--- src/hw/rtl/vau_pkg.sv ---
// Shared types and constants for the versatile interface adapter.
// Holds the request kind codes, the register map and the flag bit positions.
// No dependencies.
`timescale 1ns / 1ps
`default_nettype none

package vau_pkg;

   // Request kinds carried in req_tuser.
   typedef enum logic [2:0] {
      OP_READ      = 3'd0,
      OP_WRITE     = 3'd1,
      OP_TICK      = 3'd2,
      OP_SET_PIN   = 3'd3,
      OP_SET_LINE  = 3'd4,
      OP_SHIFT_IN  = 3'd5
   } op_type;

   // Bus register map.
   typedef enum logic [3:0] {
      REG_ORB    = 4'd0,
      REG_ORA    = 4'd1,
      REG_DDRB   = 4'd2,
      REG_DDRA   = 4'd3,
      REG_T1C_L  = 4'd4,
      REG_T1C_H  = 4'd5,
      REG_T1L_L  = 4'd6,
      REG_T1L_H  = 4'd7,
      REG_T2C_L  = 4'd8,
      REG_T2C_H  = 4'd9,
      REG_SR     = 4'd10,
      REG_ACR    = 4'd11,
      REG_PCR    = 4'd12,
      REG_IFR    = 4'd13,
      REG_IER    = 4'd14,
      REG_ORA_HS = 4'd15
   } reg_sel_type;

   // Interrupt flag bit positions.
   localparam int unsigned FLAG_CA2 = 0;
   localparam int unsigned FLAG_CA1 = 1;
   localparam int unsigned FLAG_SR  = 2;
   localparam int unsigned FLAG_CB2 = 3;
   localparam int unsigned FLAG_CB1 = 4;
   localparam int unsigned FLAG_T2  = 5;
   localparam int unsigned FLAG_T1  = 6;

   // Timer 1 modes from ACR bits 7:6.
   localparam logic [1:0] T1_ONESHOT_PB7 = 2'd2;

   // Shift-in is taken in this ACR shift mode (bits 3:2) with bit 4 clear.
   localparam logic [1:0] SR_MODE_EXT_IN = 2'd3;

   // Ticks from an SR write in output mode to the completed shift-out.
   localparam logic [3:0] SHIFT_TICKS = 4'd8;

   // Timer reload value after a stop or wrap.
   localparam logic [15:0] TIMER_ALL_ONES = 16'hFFFF;

   // Input pin levels after reset.
   localparam logic [7:0] PIN_A_RESET = 8'hF7;
   localparam logic [7:0] PIN_B_RESET = 8'hFF;

   // Stream widths.
   localparam int unsigned REQ_DATA_W = 24;
   localparam int unsigned RSP_DATA_W = 40;

endpackage : vau_pkg

`default_nettype wire

--- src/hw/rtl/versatile_interface_adapter_unit.sv ---
// Top level of the versatile interface adapter: bus registers, ports, timers,
// shift register and interrupt logic behind a request and a result stream.
// Depends on vau_pkg.
`timescale 1ns / 1ps
`default_nettype none

// Usage
// Each request on the req_ stream is one of: register read, register write,
// adapter clock tick, port pin change, control line change, or shift-in byte.
// The kind travels in req_tuser, the remaining fields in req_tdata. Every
// request produces exactly one result on the rsp_ stream carrying the read
// byte, the interrupt level, both port drive values and a finished
// shift-out byte (rsp_tuser marks that the byte is valid).
// A request is captured in an input register; once the result register is free
// it updates the adapter state and loads the result register, so each result
// reflects the state after its request.
// The update logic is a single short pass, so one request is taken and one
// result delivered per cycle when the receiver keeps rsp_tready high.
// When the receiver stalls, the result stays in its register, the pending
// request waits in the input register and req_tready drops only once both
// are full; no state changes while stalled.
// Synchronous reset clears the streams and returns the adapter state registers to their
// power-up values (port A pins read 0xF7, port B pins 0xFF).

module versatile_interface_adapter_unit (
   input  wire                                 clock,
   input  wire                                 reset,
   input  wire                                 req_tvalid,
   output logic                                req_tready,
   // tdata: reg_select[3:0], write_data[11:4], port_select[12],
   //        pin_index[15:13], line_select[16], zero fill above
   input  wire  [vau_pkg::REQ_DATA_W-1:0]      req_tdata,
   // tuser: op[2:0]
   input  wire  [2:0]                          req_tuser,
   output logic                                rsp_tvalid,
   input  wire                                 rsp_tready,
   // tdata: read_data[7:0], irq[8], port_a_drive[16:9], port_b_drive[24:17],
   //        shift_out_byte[32:25], zero fill above
   output logic [vau_pkg::RSP_DATA_W-1:0]      rsp_tdata,
   // tuser: shift_out_valid[0]
   output logic                                rsp_tuser
);

   // Stream control
   logic        s1_valid_ff, s1_valid_in;
   logic        rsp_valid_ff, rsp_valid_in;
   logic        adv, fire, req_fire;

   // Input register payload
   logic [2:0]  s1_op_ff;
   logic [3:0]  s1_rs_ff;
   logic [7:0]  s1_wd_ff;
   logic        s1_ps_ff;
   logic [2:0]  s1_pin_ff;
   logic        s1_ls_ff;

   // Result register payload
   logic [7:0]  rsp_rd_ff, rsp_pa_ff, rsp_pb_ff, rsp_shb_ff;
   logic        rsp_irq_ff, rsp_shv_ff;

   // Adapter state
   logic [7:0]  sr_ff, sr_in;
   logic [7:0]  acr_ff, acr_in;
   logic [7:0]  pcr_ff, pcr_in;
   logic [6:0]  ifr_ff, ifr_in;
   logic [6:0]  ier_ff, ier_in;
   logic        sh_pend_ff, sh_pend_in;
   logic [7:0]  sh_data_ff, sh_data_in;
   logic [3:0]  sh_cnt_ff, sh_cnt_in;
   logic [15:0] t1_cnt_ff, t1_cnt_in;
   logic [15:0] t1_latch_ff, t1_latch_in;
   logic        t1_run_ff, t1_run_in;
   logic [15:0] t2_cnt_ff, t2_cnt_in;
   logic [15:0] t2_latch_ff, t2_latch_in;
   logic        t2_run_ff, t2_run_in;
   logic        t2_exp_ff, t2_exp_in;
   logic [7:0]  ora_ff, ora_in;
   logic [7:0]  orb_ff, orb_in;
   logic [7:0]  ddra_ff, ddra_in;
   logic [7:0]  ddrb_ff, ddrb_in;
   logic [7:0]  pina_ff, pina_in;
   logic [7:0]  pinb_ff, pinb_in;
   logic [3:0]  ctrl_ff, ctrl_in;

   // Per-request results and helpers
   logic [7:0]  rd_val;
   logic        shv_val;
   logic [7:0]  shb_val;
   logic [7:0]  port_a_val, port_b_val;
   logic        irq_now;
   logic [1:0]  line_idx;
   logic        line_old, line_pos, line_active, line_edge;
   logic [2:0]  line_mode;

   // Handshake: the input register moves on whenever the result register frees.
   assign adv        = !rsp_valid_ff || rsp_tready;
   assign fire       = s1_valid_ff && adv;
   assign req_tready = !s1_valid_ff || adv;
   assign req_fire   = req_tvalid && req_tready;

   always_comb begin
      s1_valid_in = s1_valid_ff;
      if (req_fire) begin
         s1_valid_in = 1'b1;
      end else if (fire) begin
         s1_valid_in = 1'b0;
      end
      rsp_valid_in = rsp_valid_ff;
      if (fire) begin
         rsp_valid_in = 1'b1;
      end else if (rsp_tready) begin
         rsp_valid_in = 1'b0;
      end
   end

   // Port read values mix output register and pin levels by direction.
   assign port_a_val = (ora_ff & ddra_ff) | (pina_ff & ~ddra_ff);
   assign port_b_val = (orb_ff & ddrb_ff) | (pinb_ff & ~ddrb_ff);
   assign irq_now    = |(ifr_ff & ier_ff);

   // Control line edge detection for the selected line.
   assign line_idx    = {s1_ps_ff, s1_ls_ff};
   assign line_old    = ctrl_ff[line_idx];
   assign line_mode   = s1_ps_ff ? pcr_ff[7:5] : pcr_ff[3:1];
   assign line_active = !s1_ls_ff || !line_mode[2];
   assign line_pos    = s1_ls_ff ? line_mode[1] : (s1_ps_ff ? pcr_ff[4] : pcr_ff[0]);
   assign line_edge   = line_pos ? (!line_old && s1_wd_ff[0]) : (line_old && !s1_wd_ff[0]);

   // Next state for one request.
   always_comb begin
      sr_in       = sr_ff;
      acr_in      = acr_ff;
      pcr_in      = pcr_ff;
      ifr_in      = ifr_ff;
      ier_in      = ier_ff;
      sh_pend_in  = sh_pend_ff;
      sh_data_in  = sh_data_ff;
      sh_cnt_in   = sh_cnt_ff;
      t1_cnt_in   = t1_cnt_ff;
      t1_latch_in = t1_latch_ff;
      t1_run_in   = t1_run_ff;
      t2_cnt_in   = t2_cnt_ff;
      t2_latch_in = t2_latch_ff;
      t2_run_in   = t2_run_ff;
      t2_exp_in   = t2_exp_ff;
      ora_in      = ora_ff;
      orb_in      = orb_ff;
      ddra_in     = ddra_ff;
      ddrb_in     = ddrb_ff;
      pina_in     = pina_ff;
      pinb_in     = pinb_ff;
      ctrl_in     = ctrl_ff;
      rd_val      = 8'd0;
      shv_val     = 1'b0;
      shb_val     = 8'd0;

      if (fire) begin
         case (vau_pkg::op_type'(s1_op_ff))
            vau_pkg::OP_READ: begin
               case (vau_pkg::reg_sel_type'(s1_rs_ff))
                  vau_pkg::REG_ORB: begin
                     ifr_in[vau_pkg::FLAG_CB1] = 1'b0;
                     ifr_in[vau_pkg::FLAG_CB2] = 1'b0;
                     rd_val = port_b_val;
                  end
                  vau_pkg::REG_ORA:   rd_val = port_a_val;
                  vau_pkg::REG_DDRB:  rd_val = ddrb_ff;
                  vau_pkg::REG_DDRA:  rd_val = ddra_ff;
                  vau_pkg::REG_T1C_L: begin
                     ifr_in[vau_pkg::FLAG_T1] = 1'b0;
                     rd_val = t1_cnt_ff[7:0];
                  end
                  vau_pkg::REG_T1C_H: rd_val = t1_cnt_ff[15:8];
                  vau_pkg::REG_T1L_L: rd_val = t1_latch_ff[7:0];
                  vau_pkg::REG_T1L_H: rd_val = t1_latch_ff[15:8];
                  vau_pkg::REG_T2C_L: begin
                     ifr_in[vau_pkg::FLAG_T2] = 1'b0;
                     rd_val = t2_cnt_ff[7:0];
                  end
                  vau_pkg::REG_T2C_H: rd_val = t2_cnt_ff[15:8];
                  vau_pkg::REG_SR: begin
                     ifr_in[vau_pkg::FLAG_SR] = 1'b0;
                     rd_val = sr_ff;
                  end
                  vau_pkg::REG_ACR:   rd_val = acr_ff;
                  vau_pkg::REG_PCR:   rd_val = pcr_ff;
                  vau_pkg::REG_IFR:   rd_val = {irq_now, ifr_ff};
                  vau_pkg::REG_IER:   rd_val = {1'b1, ier_ff};
                  vau_pkg::REG_ORA_HS: begin
                     ifr_in[vau_pkg::FLAG_CA1] = 1'b0;
                     ifr_in[vau_pkg::FLAG_CA2] = 1'b0;
                     rd_val = port_a_val;
                  end
                  default: rd_val = 8'd0;
               endcase
            end

            vau_pkg::OP_WRITE: begin
               case (vau_pkg::reg_sel_type'(s1_rs_ff))
                  vau_pkg::REG_ORB: begin
                     orb_in = s1_wd_ff;
                     ifr_in[vau_pkg::FLAG_CB1] = 1'b0;
                     ifr_in[vau_pkg::FLAG_CB2] = 1'b0;
                  end
                  vau_pkg::REG_DDRB:  ddrb_in = s1_wd_ff;
                  vau_pkg::REG_DDRA:  ddra_in = s1_wd_ff;
                  vau_pkg::REG_T1C_L, vau_pkg::REG_T1L_L: begin
                     t1_latch_in = {t1_latch_ff[15:8], s1_wd_ff};
                  end
                  vau_pkg::REG_T1C_H: begin
                     // Load and start timer 1; the one-shot PB7 mode drives PB7 low.
                     ifr_in[vau_pkg::FLAG_T1] = 1'b0;
                     t1_latch_in = {s1_wd_ff, t1_latch_ff[7:0]};
                     t1_cnt_in   = {s1_wd_ff, t1_latch_ff[7:0]};
                     t1_run_in   = 1'b1;
                     if (acr_ff[7:6] == vau_pkg::T1_ONESHOT_PB7 && ddrb_ff[7]) begin
                        orb_in[7] = 1'b0;
                     end
                  end
                  vau_pkg::REG_T1L_H: t1_latch_in = {s1_wd_ff, t1_latch_ff[7:0]};
                  vau_pkg::REG_T2C_L: t2_latch_in = {t2_latch_ff[15:8], s1_wd_ff};
                  vau_pkg::REG_T2C_H: begin
                     // Pulse-count mode only loads; interval mode also starts.
                     ifr_in[vau_pkg::FLAG_T2] = 1'b0;
                     t2_latch_in = {s1_wd_ff, t2_latch_ff[7:0]};
                     t2_cnt_in   = {s1_wd_ff, t2_latch_ff[7:0]};
                     t2_exp_in   = 1'b0;
                     t2_run_in   = !acr_ff[5];
                  end
                  vau_pkg::REG_SR: begin
                     sr_in = s1_wd_ff;
                     ifr_in[vau_pkg::FLAG_SR] = 1'b0;
                     if (acr_ff[4]) begin
                        sh_data_in = s1_wd_ff;
                        sh_pend_in = 1'b1;
                        sh_cnt_in  = vau_pkg::SHIFT_TICKS;
                     end
                  end
                  vau_pkg::REG_ACR: begin
                     // A change of shift mode drops a shift-out in progress.
                     if ((acr_ff[4:2] != s1_wd_ff[4:2]) && sh_pend_ff) begin
                        sh_pend_in = 1'b0;
                        sh_cnt_in  = 4'd0;
                     end
                     acr_in = s1_wd_ff;
                  end
                  vau_pkg::REG_PCR:   pcr_in = s1_wd_ff;
                  vau_pkg::REG_IFR:   ifr_in = ifr_ff & ~s1_wd_ff[6:0];
                  vau_pkg::REG_IER: begin
                     if (s1_wd_ff[7]) begin
                        ier_in = ier_ff | s1_wd_ff[6:0];
                     end else begin
                        ier_in = ier_ff & ~s1_wd_ff[6:0];
                     end
                  end
                  default: begin
                     // Both ORA addresses write the port A output register.
                     ora_in = s1_wd_ff;
                     ifr_in[vau_pkg::FLAG_CA1] = 1'b0;
                     ifr_in[vau_pkg::FLAG_CA2] = 1'b0;
                  end
               endcase
            end

            vau_pkg::OP_TICK: begin
               // Timer 1: time out at zero, then reload or stop.
               if (t1_run_ff) begin
                  if (t1_cnt_ff == 16'd0) begin
                     if (acr_ff[6]) begin
                        t1_cnt_in = t1_latch_ff;
                        if (acr_ff[7] && ddrb_ff[7]) begin
                           orb_in[7] = ~orb_ff[7];
                        end
                     end else begin
                        t1_run_in = 1'b0;
                        t1_cnt_in = vau_pkg::TIMER_ALL_ONES;
                        if (acr_ff[7] && ddrb_ff[7]) begin
                           orb_in[7] = 1'b1;
                        end
                     end
                     ifr_in[vau_pkg::FLAG_T1] = 1'b1;
                  end else begin
                     t1_cnt_in = t1_cnt_ff - 16'd1;
                  end
               end
               // Timer 2: wraps and keeps counting, flags only the first timeout.
               if (t2_run_ff) begin
                  if (t2_cnt_ff == 16'd0) begin
                     t2_cnt_in = vau_pkg::TIMER_ALL_ONES;
                     if (!t2_exp_ff) begin
                        t2_exp_in = 1'b1;
                        ifr_in[vau_pkg::FLAG_T2] = 1'b1;
                     end
                  end else begin
                     t2_cnt_in = t2_cnt_ff - 16'd1;
                  end
               end
               // Shift-out countdown.
               if (sh_pend_ff) begin
                  if (sh_cnt_ff <= 4'd1) begin
                     sh_cnt_in  = 4'd0;
                     sh_pend_in = 1'b0;
                     shv_val    = 1'b1;
                     shb_val    = sh_data_ff;
                     ifr_in[vau_pkg::FLAG_SR] = 1'b1;
                  end else begin
                     sh_cnt_in = sh_cnt_ff - 4'd1;
                  end
               end
            end

            vau_pkg::OP_SET_PIN: begin
               if (s1_ps_ff) begin
                  pinb_in[s1_pin_ff] = s1_wd_ff[0];
               end else begin
                  pina_in[s1_pin_ff] = s1_wd_ff[0];
               end
            end

            vau_pkg::OP_SET_LINE: begin
               // Level is always stored; CA2/CB2 in an output mode raise no flag.
               ctrl_in[line_idx] = s1_wd_ff[0];
               if (line_active && line_edge) begin
                  case (line_idx)
                     2'd0:    ifr_in[vau_pkg::FLAG_CA1] = 1'b1;
                     2'd1:    ifr_in[vau_pkg::FLAG_CA2] = 1'b1;
                     2'd2:    ifr_in[vau_pkg::FLAG_CB1] = 1'b1;
                     default: ifr_in[vau_pkg::FLAG_CB2] = 1'b1;
                  endcase
               end
            end

            vau_pkg::OP_SHIFT_IN: begin
               if (!acr_ff[4] && acr_ff[3:2] == vau_pkg::SR_MODE_EXT_IN) begin
                  sr_in = s1_wd_ff;
                  ifr_in[vau_pkg::FLAG_SR] = 1'b1;
               end
            end

            default: begin
               sr_in = sr_ff;
            end
         endcase
      end
   end

   // Stream control registers and adapter state.
   always_ff @(posedge clock) begin
      if (reset) begin
         s1_valid_ff  <= 1'b0;
         rsp_valid_ff <= 1'b0;
         sr_ff        <= 8'd0;
         acr_ff       <= 8'd0;
         pcr_ff       <= 8'd0;
         ifr_ff       <= 7'd0;
         ier_ff       <= 7'd0;
         sh_pend_ff   <= 1'b0;
         sh_data_ff   <= 8'd0;
         sh_cnt_ff    <= 4'd0;
         t1_cnt_ff    <= 16'd0;
         t1_latch_ff  <= 16'd0;
         t1_run_ff    <= 1'b0;
         t2_cnt_ff    <= 16'd0;
         t2_latch_ff  <= 16'd0;
         t2_run_ff    <= 1'b0;
         t2_exp_ff    <= 1'b0;
         ora_ff       <= 8'd0;
         orb_ff       <= 8'd0;
         ddra_ff      <= 8'd0;
         ddrb_ff      <= 8'd0;
         pina_ff      <= vau_pkg::PIN_A_RESET;
         pinb_ff      <= vau_pkg::PIN_B_RESET;
         ctrl_ff      <= 4'd0;
      end else begin
         s1_valid_ff  <= s1_valid_in;
         rsp_valid_ff <= rsp_valid_in;
         sr_ff        <= sr_in;
         acr_ff       <= acr_in;
         pcr_ff       <= pcr_in;
         ifr_ff       <= ifr_in;
         ier_ff       <= ier_in;
         sh_pend_ff   <= sh_pend_in;
         sh_data_ff   <= sh_data_in;
         sh_cnt_ff    <= sh_cnt_in;
         t1_cnt_ff    <= t1_cnt_in;
         t1_latch_ff  <= t1_latch_in;
         t1_run_ff    <= t1_run_in;
         t2_cnt_ff    <= t2_cnt_in;
         t2_latch_ff  <= t2_latch_in;
         t2_run_ff    <= t2_run_in;
         t2_exp_ff    <= t2_exp_in;
         ora_ff       <= ora_in;
         orb_ff       <= orb_in;
         ddra_ff      <= ddra_in;
         ddrb_ff      <= ddrb_in;
         pina_ff      <= pina_in;
         pinb_ff      <= pinb_in;
         ctrl_ff      <= ctrl_in;
      end
   end

   // Input register payload.
   always_ff @(posedge clock) begin
      if (req_fire) begin
         s1_op_ff  <= req_tuser;
         s1_rs_ff  <= req_tdata[3:0];
         s1_wd_ff  <= req_tdata[11:4];
         s1_ps_ff  <= req_tdata[12];
         s1_pin_ff <= req_tdata[15:13];
         s1_ls_ff  <= req_tdata[16];
      end
   end

   // Result register payload, taken from the state after the request.
   always_ff @(posedge clock) begin
      if (fire) begin
         rsp_rd_ff  <= rd_val;
         rsp_irq_ff <= |(ifr_in & ier_in);
         rsp_pa_ff  <= ora_in & ddra_in;
         rsp_pb_ff  <= orb_in & ddrb_in;
         rsp_shv_ff <= shv_val;
         rsp_shb_ff <= shb_val;
      end
   end

   assign rsp_tvalid = rsp_valid_ff;
   assign rsp_tuser  = rsp_shv_ff;
   assign rsp_tdata  = {7'd0, rsp_shb_ff, rsp_pb_ff, rsp_pa_ff, rsp_irq_ff, rsp_rd_ff};

   // A pending shift-out always has ticks left to count.
   a_shift_count: assert property (@(posedge clock) disable iff (reset)
      sh_pend_ff |-> (sh_cnt_ff != 4'd0))
      else $error("shift-out pending with an empty countdown");

   // Without a completed shift-out the byte field reads zero.
   a_shift_byte_zero: assert property (@(posedge clock) disable iff (reset)
      (rsp_tvalid && !rsp_tuser) |-> (rsp_tdata[32:25] == 8'd0))
      else $error("shift-out byte nonzero without shift_out_valid");

   // While the result is stalled, the waiting request must not touch the flags.
   a_stall_holds_state: assert property (@(posedge clock) disable iff (reset)
      (rsp_tvalid && !rsp_tready && s1_valid_ff) |=> $stable(ifr_ff))
      else $error("interrupt flags changed while the result was stalled");

   // A freshly loaded result reports the interrupt level of the updated state.
   a_irq_matches: assert property (@(posedge clock) disable iff (reset)
      $past(fire) |-> (rsp_tdata[8] == (|(ifr_ff & ier_ff))))
      else $error("reported irq differs from flag and enable state");

endmodule : versatile_interface_adapter_unit

`default_nettype wire

--- config.mk ---
export PLATFORM = sky130hd
export DESIGN_NAME = versatile_interface_adapter_unit
export DESIGN_NICKNAME = d
export VERILOG_FILES = /design/src/hw/rtl/vau_pkg.sv /design/src/hw/rtl/versatile_interface_adapter_unit.sv
export SDC_FILE = /design/constraint.sdc
export NUM_CORES = 1
export LEC_CHECK = 0
export ABC_AREA = 0
export BUFFER_PORTS_ARGS = -buffer_cell sky130_fd_sc_hd__buf_4
export CAP_MARGIN = 20
export CORE_UTILIZATION = 58
export CTS_CLUSTER_SIZE = 24
export DETAILED_ROUTE_END_ITERATION = 7
export GPL_TIMING_DRIVEN = 0
export PLACE_DENSITY_LB_ADDON = 0.12
export SYNTH_ARGS = -nofsm -noshare
export SYNTH_HDL_FRONTEND = slang
export SYNTH_SLANG_ARGS = --single-unit
--- constraint.sdc ---
create_clock -name clock -period 3 [get_ports clock]
set_input_delay 0.6 -clock clock [delete_from_list [all_inputs] [get_ports clock]]
set_output_delay 0.6 -clock clock [all_outputs]
set_load 0.01 [all_outputs]
Yosys cells after proc, flatten, opt, wreduce, memory -nomap -nowiden. Cells that the tools add are included.

$add $sub $neg: 3. Multiply operators: 0. Divide/modulo/power cells: 0. Order comparisons: 5. Equal/unequal tests: 36. Shifts and indexed selects: 0. Muxes and demuxes: 107. Bitwise gates (word level): 21. Reductions and logical operators: 58.

Operators with widths (number): $pmux 8 s15 (1); $mux 16 (7); $mux 8 (12); $pmux 16 s2 (3); $mux 7 (7); $and 8x8->8 (6); $mux 1 (43); $eq 4x4->1 const B (8); $logic_not 16->1 (2); $pmux 8 s2 (2); $sub 16x1->16 const B (2); $and 7x7->7 (4); $reduce_and 4->1 (7); $reduce_and 3->1 (7); $pmux 1 s2 (9); $pmux 2 s3 (3); $bwmux 8 (2); $eq 4x3->1 const B (4); $mux 4 (4); $not 8->8 (2); $or 8x8->8 (2); $pmux 4 s2 (2); $reduce_or 14->1 (1); $reduce_or 7->1 (2); other kinds (42) (88).

Register bits after elaboration: 218. Latch bits: 0. Memory bits (writable): 0. ROM bits: 0. Bits of input ports: 31. Logic and storage cells: 267. Memories kept: 0.

Logic depth before layout (Yosys ltp). Gate-level depths: netlist of run 1.

Word-level depth: 11. Gate-level depth with buffers: 9. Gate-level depth less buffers: 8.

Worst setup path before layout of run 1. No wires, ideal clock.

Path kind: input to register. Start: input port rsp_tready. End: register rsp_irq_ff, data pin. Library setup time: 272 ps. Arrival: 2388 ps. Data required time: 2728 ps. Path slack: 340 ps. Cell stages on the path: 7. Cells stage by stage: nand2b_1 nand2_1 inv_1 o2111a_1 o22ai_1 o22ai_1 or4_1.

Cells in the longest elaborated chain, start to end: 5. Elaborated cells on any way between the ends: 6. Classes of those cells: 2 x mux; 1 x bitwise; 3 x reduce/logical.

Ends and longest elaborated chain: start: declaration (line versatile_interface_adapter_unit.sv:36) `input wire rsp_tready,`; $logic_or 1x1->1 (*) (line versatile_interface_adapter_unit.sv:96) `assign adv = !rsp_valid_ff || rsp_tready;`; $logic_and 1x1->1 (*) (line versatile_interface_adapter_unit.sv:97) `assign fire = s1_valid_ff && adv;`; via fire (line versatile_interface_adapter_unit.sv:47) `logic adv, fire, req_fire;`; $mux 7 (line versatile_interface_adapter_unit.sv:157) `if (fire) begin`; $and 7x7->7 (*) (line versatile_interface_adapter_unit.sv:418) `rsp_irq_ff <= |(ifr_in & ier_in);`; $reduce_or 7->1 (*) (line versatile_interface_adapter_unit.sv:418); end signal: assignment (line versatile_interface_adapter_unit.sv:418); end: declaration (line versatile_interface_adapter_unit.sv:59) `logic rsp_irq_ff, rsp_shv_ff;`.

Mark *: on every way through the listed nets, which the timed path passes. The rest lies on a longest branch. A chain may end at the register's enable or synchronous reset.

Final worst setup path of run 1.
Start: register s1_op_ff[1]. End: register t1_latch_ff[15].

Cells in the longest elaborated chain, start to end: 2.

Ends and longest elaborated chain: start: declaration (line versatile_interface_adapter_unit.sv:50) `logic [2:0] s1_op_ff;`; start signal: assignment (line versatile_interface_adapter_unit.sv:405) `s1_op_ff <= req_tuser;`; $eq 3x1->1 (line versatile_interface_adapter_unit.sv:158) `case (vau_pkg::op_type'(s1_op_ff))`; $reduce_and 4->1 (no line); end signal: assignment (line versatile_interface_adapter_unit.sv:386) `t1_latch_ff <= t1_latch_in;`; end: declaration (line versatile_interface_adapter_unit.sv:71) `logic [15:0] t1_latch_ff, t1_latch_in;`.

Every way passes these cells.

==> results of run 1 <==
## registers in the layout, summed over array words and instances (netlist names), 8 cells and up
register and count:
orb_ff 8, t2_latch_ff 8, rsp_pa_ff 8, t1_latch_ff 16
rsp_pb_ff 8, sr_ff 8, acr_ff 8, rsp_shb_ff 8
pina_ff 8, ddra_ff 8, ora_ff 8, pcr_ff 8
sh_data_ff 8, t1_cnt_ff 16, ddrb_ff 8, t2_cnt_ff 16
rsp_rd_ff 8, pinb_ff 8, s1_wd_ff 8
## path summary, 6_finish.rpt
path	start	to	slack (ps)	cells after the start
worst max-delay path	s1_op_ff[1]	t1_latch_ff[15]	-2	7
worst min-delay path	req_tdata[13]	s1_pin_ff[0]	250	1
worst max register to register	s1_op_ff[1]	t1_latch_ff[15]	-2	7
worst min register to register	sh_data_ff[7]	sh_data_ff[7]	470	2
## per-stage QoR
step | setup WS [ps] | util
final | -1.75 | 0.677
after CTS | 6.64 | 0.676
after global placement | -517 | 0.634
after detailed placement | -123 | 0.634
after global routing | -150 | 0.677
after floorplan | 340 | -
## cell families after synthesis
kind of cell	share of synthesized area
simple gates	0.212
flops	0.442
buf+inv	0.0479
compound gates	0.188
other cells	0.000338
fa+ha+maj	0.00789
mux	0.0937
xor+xnor	0.00867
## cell type report
class                      count  area [sq um]
fill                        1547          6040
multi-input combinational    929          5730
sequential                   218          4900
clock buffer                  32           652
buffer                        99           454
timing repair buffer          60           448
tap                          234           293
clock inverter                12           109
inverter                      21          78.8
## layout by cell type, fill, tap and decap left out, drive strengths merged, types with 27 or more instances in the layout
cell / instances
a21oi: 98
edfxtp: 54
buf: 95
nand2: 154
mux2i: 95
o22ai: 27
clkbuf: 96
nand3: 31
o21ai: 55
nor2: 161
dfxtp: 164
## power by group through the flow
stage	combinational [uW]	sequential [uW]	clock (uW)
after global placement	483	3130	0
after detailed placement	487	3130	0
final	516	3070	2880
after global routing	534	3070	3000
after floorplan	267	3140	0
after CTS	491	3070	2880
## layer usage
| metal | vias to the layer above | part of all wire | global-route usage |
|---|---|---|---|
| li1 | 4786 | - | - |
| met1 | 5097 | 0.39 | 0.553 |
| met2 | 740 | 0.42 | 0.627 |
| met3 | 170 | 0.12 | 0.109 |
| met4 | 2 | 0.067 | 0.251 |
| met5 | - | 0.00027 | 0 |
## synth_stat cells, types with 8 or more instances
master	instances	area share
a211oi_1	11	0.0074
a21oi_1	97	0.044
a221oi_1	12	0.0095
a22o_1	8	0.0063
a22oi_1	12	0.0081
a31oi_1	14	0.0079
and2_1	12	0.0068
buf_1	9	0.0030
buf_2	14	0.0063
buf_4	12	0.0081
clkbuf_1	63	0.021
dfxtp_1	164	0.30
edfxtp_1	54	0.15
inv_1	20	0.0068
mux2i_1	95	0.086
nand2_1	153	0.052
nand2b_1	18	0.010
nand3_1	30	0.014
nor2_1	161	0.054
nor2b_1	12	0.0068
nor3_1	17	0.0077
nor4_1	8	0.0045
o21ai_0	53	0.024
o22ai_1	27	0.015
o311ai_0	10	0.0079
or3_1	9	0.0051
or4_1	8	0.0054
## what timing repair did
item,in CTS,in global routing
hold buffers,0,0
endpoints found under the hold margin,0,0
buffers inserted,0,0
gates resized for setup,3,12
endpoints found under the setup margin,5,45
==> metrics.txt, run 1 <==
Total Power=around 6500 uW; Initial Utilization=0.594; Setup crit start kind=flop; cell chain of the critical path=buf_2, and2b_1, nand3_2, nor2_1, nand3_1, mux2i_1, nor2_1; antenna-violating nets left=0; slowest stage delay, CP=650 ps; P per Cell Area=between 500 and 600 mW/mm^2; die area=0.0197 sq mm; Max Cap Viol=0; final setup violation count=1; depth of the CTS H-tree=1; Int Pwr=a little under 5000 uW; io pins=74; fraction of registers with async set/reset=0; Design Area, Final=0.0127 sq mm; Placed Area=~0.012 sq mm; crit end category=flop; period utilisation layout=1.00; clk_lat worst skew=530 ps; RSZ-0062 raised after global routing=yes; crit path buf inv count=1; initial antenna violation count=2; YS warnings=0; clock share of power=0.446; Max FO, Critical Path=10; sequential group share of total power=0.475; Setup TNS Final=-1.75 ps; total wire length=~41000 um; Fmax achieved=0.333 GHz; CTS clk-pin slew, worst paths=60 ps; hpwl dp=30100 um; area grow syn2layout=14.1%; hold_ws=247 ps; CTS root buf=clkbuf_16; Syn Area/Cell=roughly 8.8 sq um; sequential area share after synthesis=0.442; worst min path class=in -> reg; pin count of the biggest net entering global routing=40; Clock Skew=13.7 ps; outcome=finished with violations; grt ovf=0; Post-synth EDFFs=54; routability cong.=1.07; chip width=approximately 140 um; Mapped Area=between 0.01 and 0.015 sq mm; placed insts=approximately 1600; fraction of layout cells with a size suffix above 1=0.117; VDD IR max=0.000487 V; DR vias=10800; number of global-route vias before repair=10200; PortBufs=58; Wirelength per Cell=25.7 um; Clock Sinks=218; slowest stage cell, crit path=nor2_1; combinational power share=0.080; iteration count of the initial detailed-routing pass=6; routed vias/inst=around 6.7; post-route minimum period=3000 ps; fin nets=between 1000 and 1500; leakage power=between 0.004 and 0.005 uW; Hold Fails Final Rpt=0; Max-slew headroom=0.249; row count=50; Syn Inst Count=1262; Top delay family on crit path=simple AND/OR/NAND/NOR gates; Finished Layout Cells=1605; CTS tree=built; Required @ worst endpoint=3380 ps; final worst slack=-1.75 ps; Die H=140 um; Max clock buf depth=3; Worst Tran Pin Value=1120 ps; drt drc=0; Net Switching=1590 uW; Ant. Diodes=0; CORE AREA=0.0187 sq mm; Num CTS Buffers=24; #FFs+latches synth=218; violated checks=setup timing; Sw Ratio=0.245; max-slew violation count=0; global-route wire length before repair=61500 um; crit path DAT=3380 ps; All-Layer GR Usage=0.422; critical path's most frequent cell=nor2_1; Cell variety after synth=84; ys flop type=dfxtp_1; First DRT Iteration DRCs=1454; WS Path Type=reg -> reg
No activity file was read; power rests on OpenSTA's default activity.
==> run 2: changes to the inputs <==
CORE_UTILIZATION = 48   (was 58)
==> metrics.txt, run 2 (same netlist as run 1, synthesis figures left out) <==
P per Cell Area=498 mW/mm^2 (-2.5%); slowest stage cell, crit path=or4b_1; outcome=completed; RSZ-0062 raised after global routing=no; Die H=154 um (+9.8%); row count=55 (+10%); Clock Skew=16.7 ps (+3.00 ps); Placed Area=0.0119 sq mm (+0.60%); routed vias/inst=6.31 (-6.2%); DR vias=10500 (-3.1%); global-route wire length before repair=61700 um (+0.37%); WS Path Type=reg -> reg; crit end category=flop; crit path DAT=3180 ps (-200 ps); drt drc=0 (unchanged); leakage power=0.00468 uW (+0.48%); Wirelength per Cell=25.4 um (-1.4%); Total Power=6350 uW (-1.9%); period utilisation layout=0.972 (-0.0282); Required @ worst endpoint=3260 ps (-120 ps); Fmax achieved=0.343 GHz (+2.9%); Clock Sinks=218 (unchanged); pin count of the biggest net entering global routing=40 (unchanged); grt ovf=0 (unchanged); commonest non-fill, non-tap cell in the layout=dfxtp_1; fin nets=1395 (+0.29%); CTS root buf=clkbuf_16; most frequent cells in the layout=164 x dfxtp_1, 156 x nor2_1, 153 x nand2_1; Design Area, Final=0.0127 sq mm (+0.60%); final setup violation count=0 (-1); total wire length=42100 um (+1.9%); fraction of layout cells with a size suffix above 1=0.124 (+0.00638); Hold Fails Final Rpt=0 (unchanged); CORE AREA=0.0226 sq mm (+21%); Register Area=0.00490 sq mm (unchanged); CTS tree=built; Num CTS Buffers=23 (-4.2%); CTS clk-pin slew, worst paths=60 ps (about the same); Max Cap Viol=0 (unchanged); Initial Utilization=0.491 (-0.103); Max FO, Critical Path=8 (-2); Worst Tran Pin Value=1110 ps (-6.92 ps); max-slew violation count=0 (unchanged); area grow syn2layout=14.7%; Ant. Diodes=0 (unchanged); post-route minimum period=2920 ps (-84.6 ps); Max clock buf depth=3 (unchanged); Regs by FF count=t1_cnt_ff (16), t1_latch_ff (16), t2_cnt_ff (16); Max-slew headroom=0.260 (+0.0108); hold_ws=250 ps (+3.62 ps); io pins=74 (unchanged); clk_lat worst skew=520 ps (about the same); depth of the CTS H-tree=1 (unchanged); Fill cells=2107 (+36%); VDD IR max=0.000449 V (-7.9%); hpwl dp=31000 um (+3.2%); cell chain of the critical path=inv_1, ha_1, or4b_1, or4_4, buf_6, nor3_4, nor3b_1, a221oi_2, nor2_1; First DRT Iteration DRCs=1192 (-18%); multi-input logic area=0.00575 sq mm (+0.33%); PortBufs=58 (unchanged); number of global-route vias before repair=9684 (-4.9%); Setup TNS Final=0 ps (+1.75 ps); initial antenna violation count=0 (-2); slowest stage delay, CP=540 ps (-110 ps); chip width=154 um (+9.8%); routability cong.=1.02 (-4.5%); Setup crit start kind=flop; iteration count of the initial detailed-routing pass=6 (unchanged); die area=0.0237 sq mm (+21%); worst min path class=in -> reg; antenna-violating nets left=0 (unchanged); All-Layer GR Usage=0.353 (-0.0691)
run 2: what timing repair did:
| item | CTS | global route |
|---|---|---|
| gates resized for setup | 5 | 16 |
| pin swaps | 0 | 1 |
| setup endpoints to repair | 15 | 42 |
| hold buffers | 0 | 0 |
| buffers inserted | 0 | 4 |
run 2: final timing paths:
path	slack (ps)	from	endpoint	cells past startpoint
max	80	t1_cnt_ff[0]	rsp_pb_ff[7]	9
min	250	req_tdata[15]	s1_pin_ff[2]	1
max reg2reg	80	t1_cnt_ff[0]	rsp_pb_ff[7]	9
min reg2reg	460	sh_data_ff[7]	sh_data_ff[7]	2
run 2: cell type report:
type                       count  share of cell area
multi-input combinational    929               0.451
sequential                   218               0.385
clock buffer                  34              0.0515
timing repair buffer          64              0.0375
buffer                       100              0.0361
tap                          285              0.0280
inverter                      21             0.00648
clock inverter                 7             0.00452
run 2: metrics by stage:
step	std cells	setup slack, ps	utilization
after floorplan	1268	340	-
after global placement	1611	-578	0.526
after detailed placement	1613	-87.5	0.527
after CTS	1654	8.85	0.560
after global routing	1658	5.05	0.563
final	1658	82.8	0.563
run 2: critical path, delay by kind of cell (launching register included):
| kind | cells | cell delay, ps |
|---|---|---|
| and+or+nand+nor | 5 | 1540 |
| DFF | 1 | 410 |
| buffers and inverters | 2 | 310 |
| AOI/OAI and AO/OA | 1 | 250 |
| adders and majority gates | 1 | 150 |
run 2: power by group:
part | total (uW) | internal (uW) | switching (uW)
logic | 517 | 139 | 377
clock network | 2760 | 1590 | 1170
registers | 3070 | 3050 | 20.3
total | 6350 | 4780 | 1570
run 2: layer usage:
metal / vias up / GRT usage / part of all wire
li1: 4778 / - / -
met1: 5108 / 0.499 / 0.44
met5: - / 0 / 0
met2: 500 / 0.538 / 0.43
met4: 0 / 0.140 / 0.041
met3: 78 / 0.0552 / 0.089
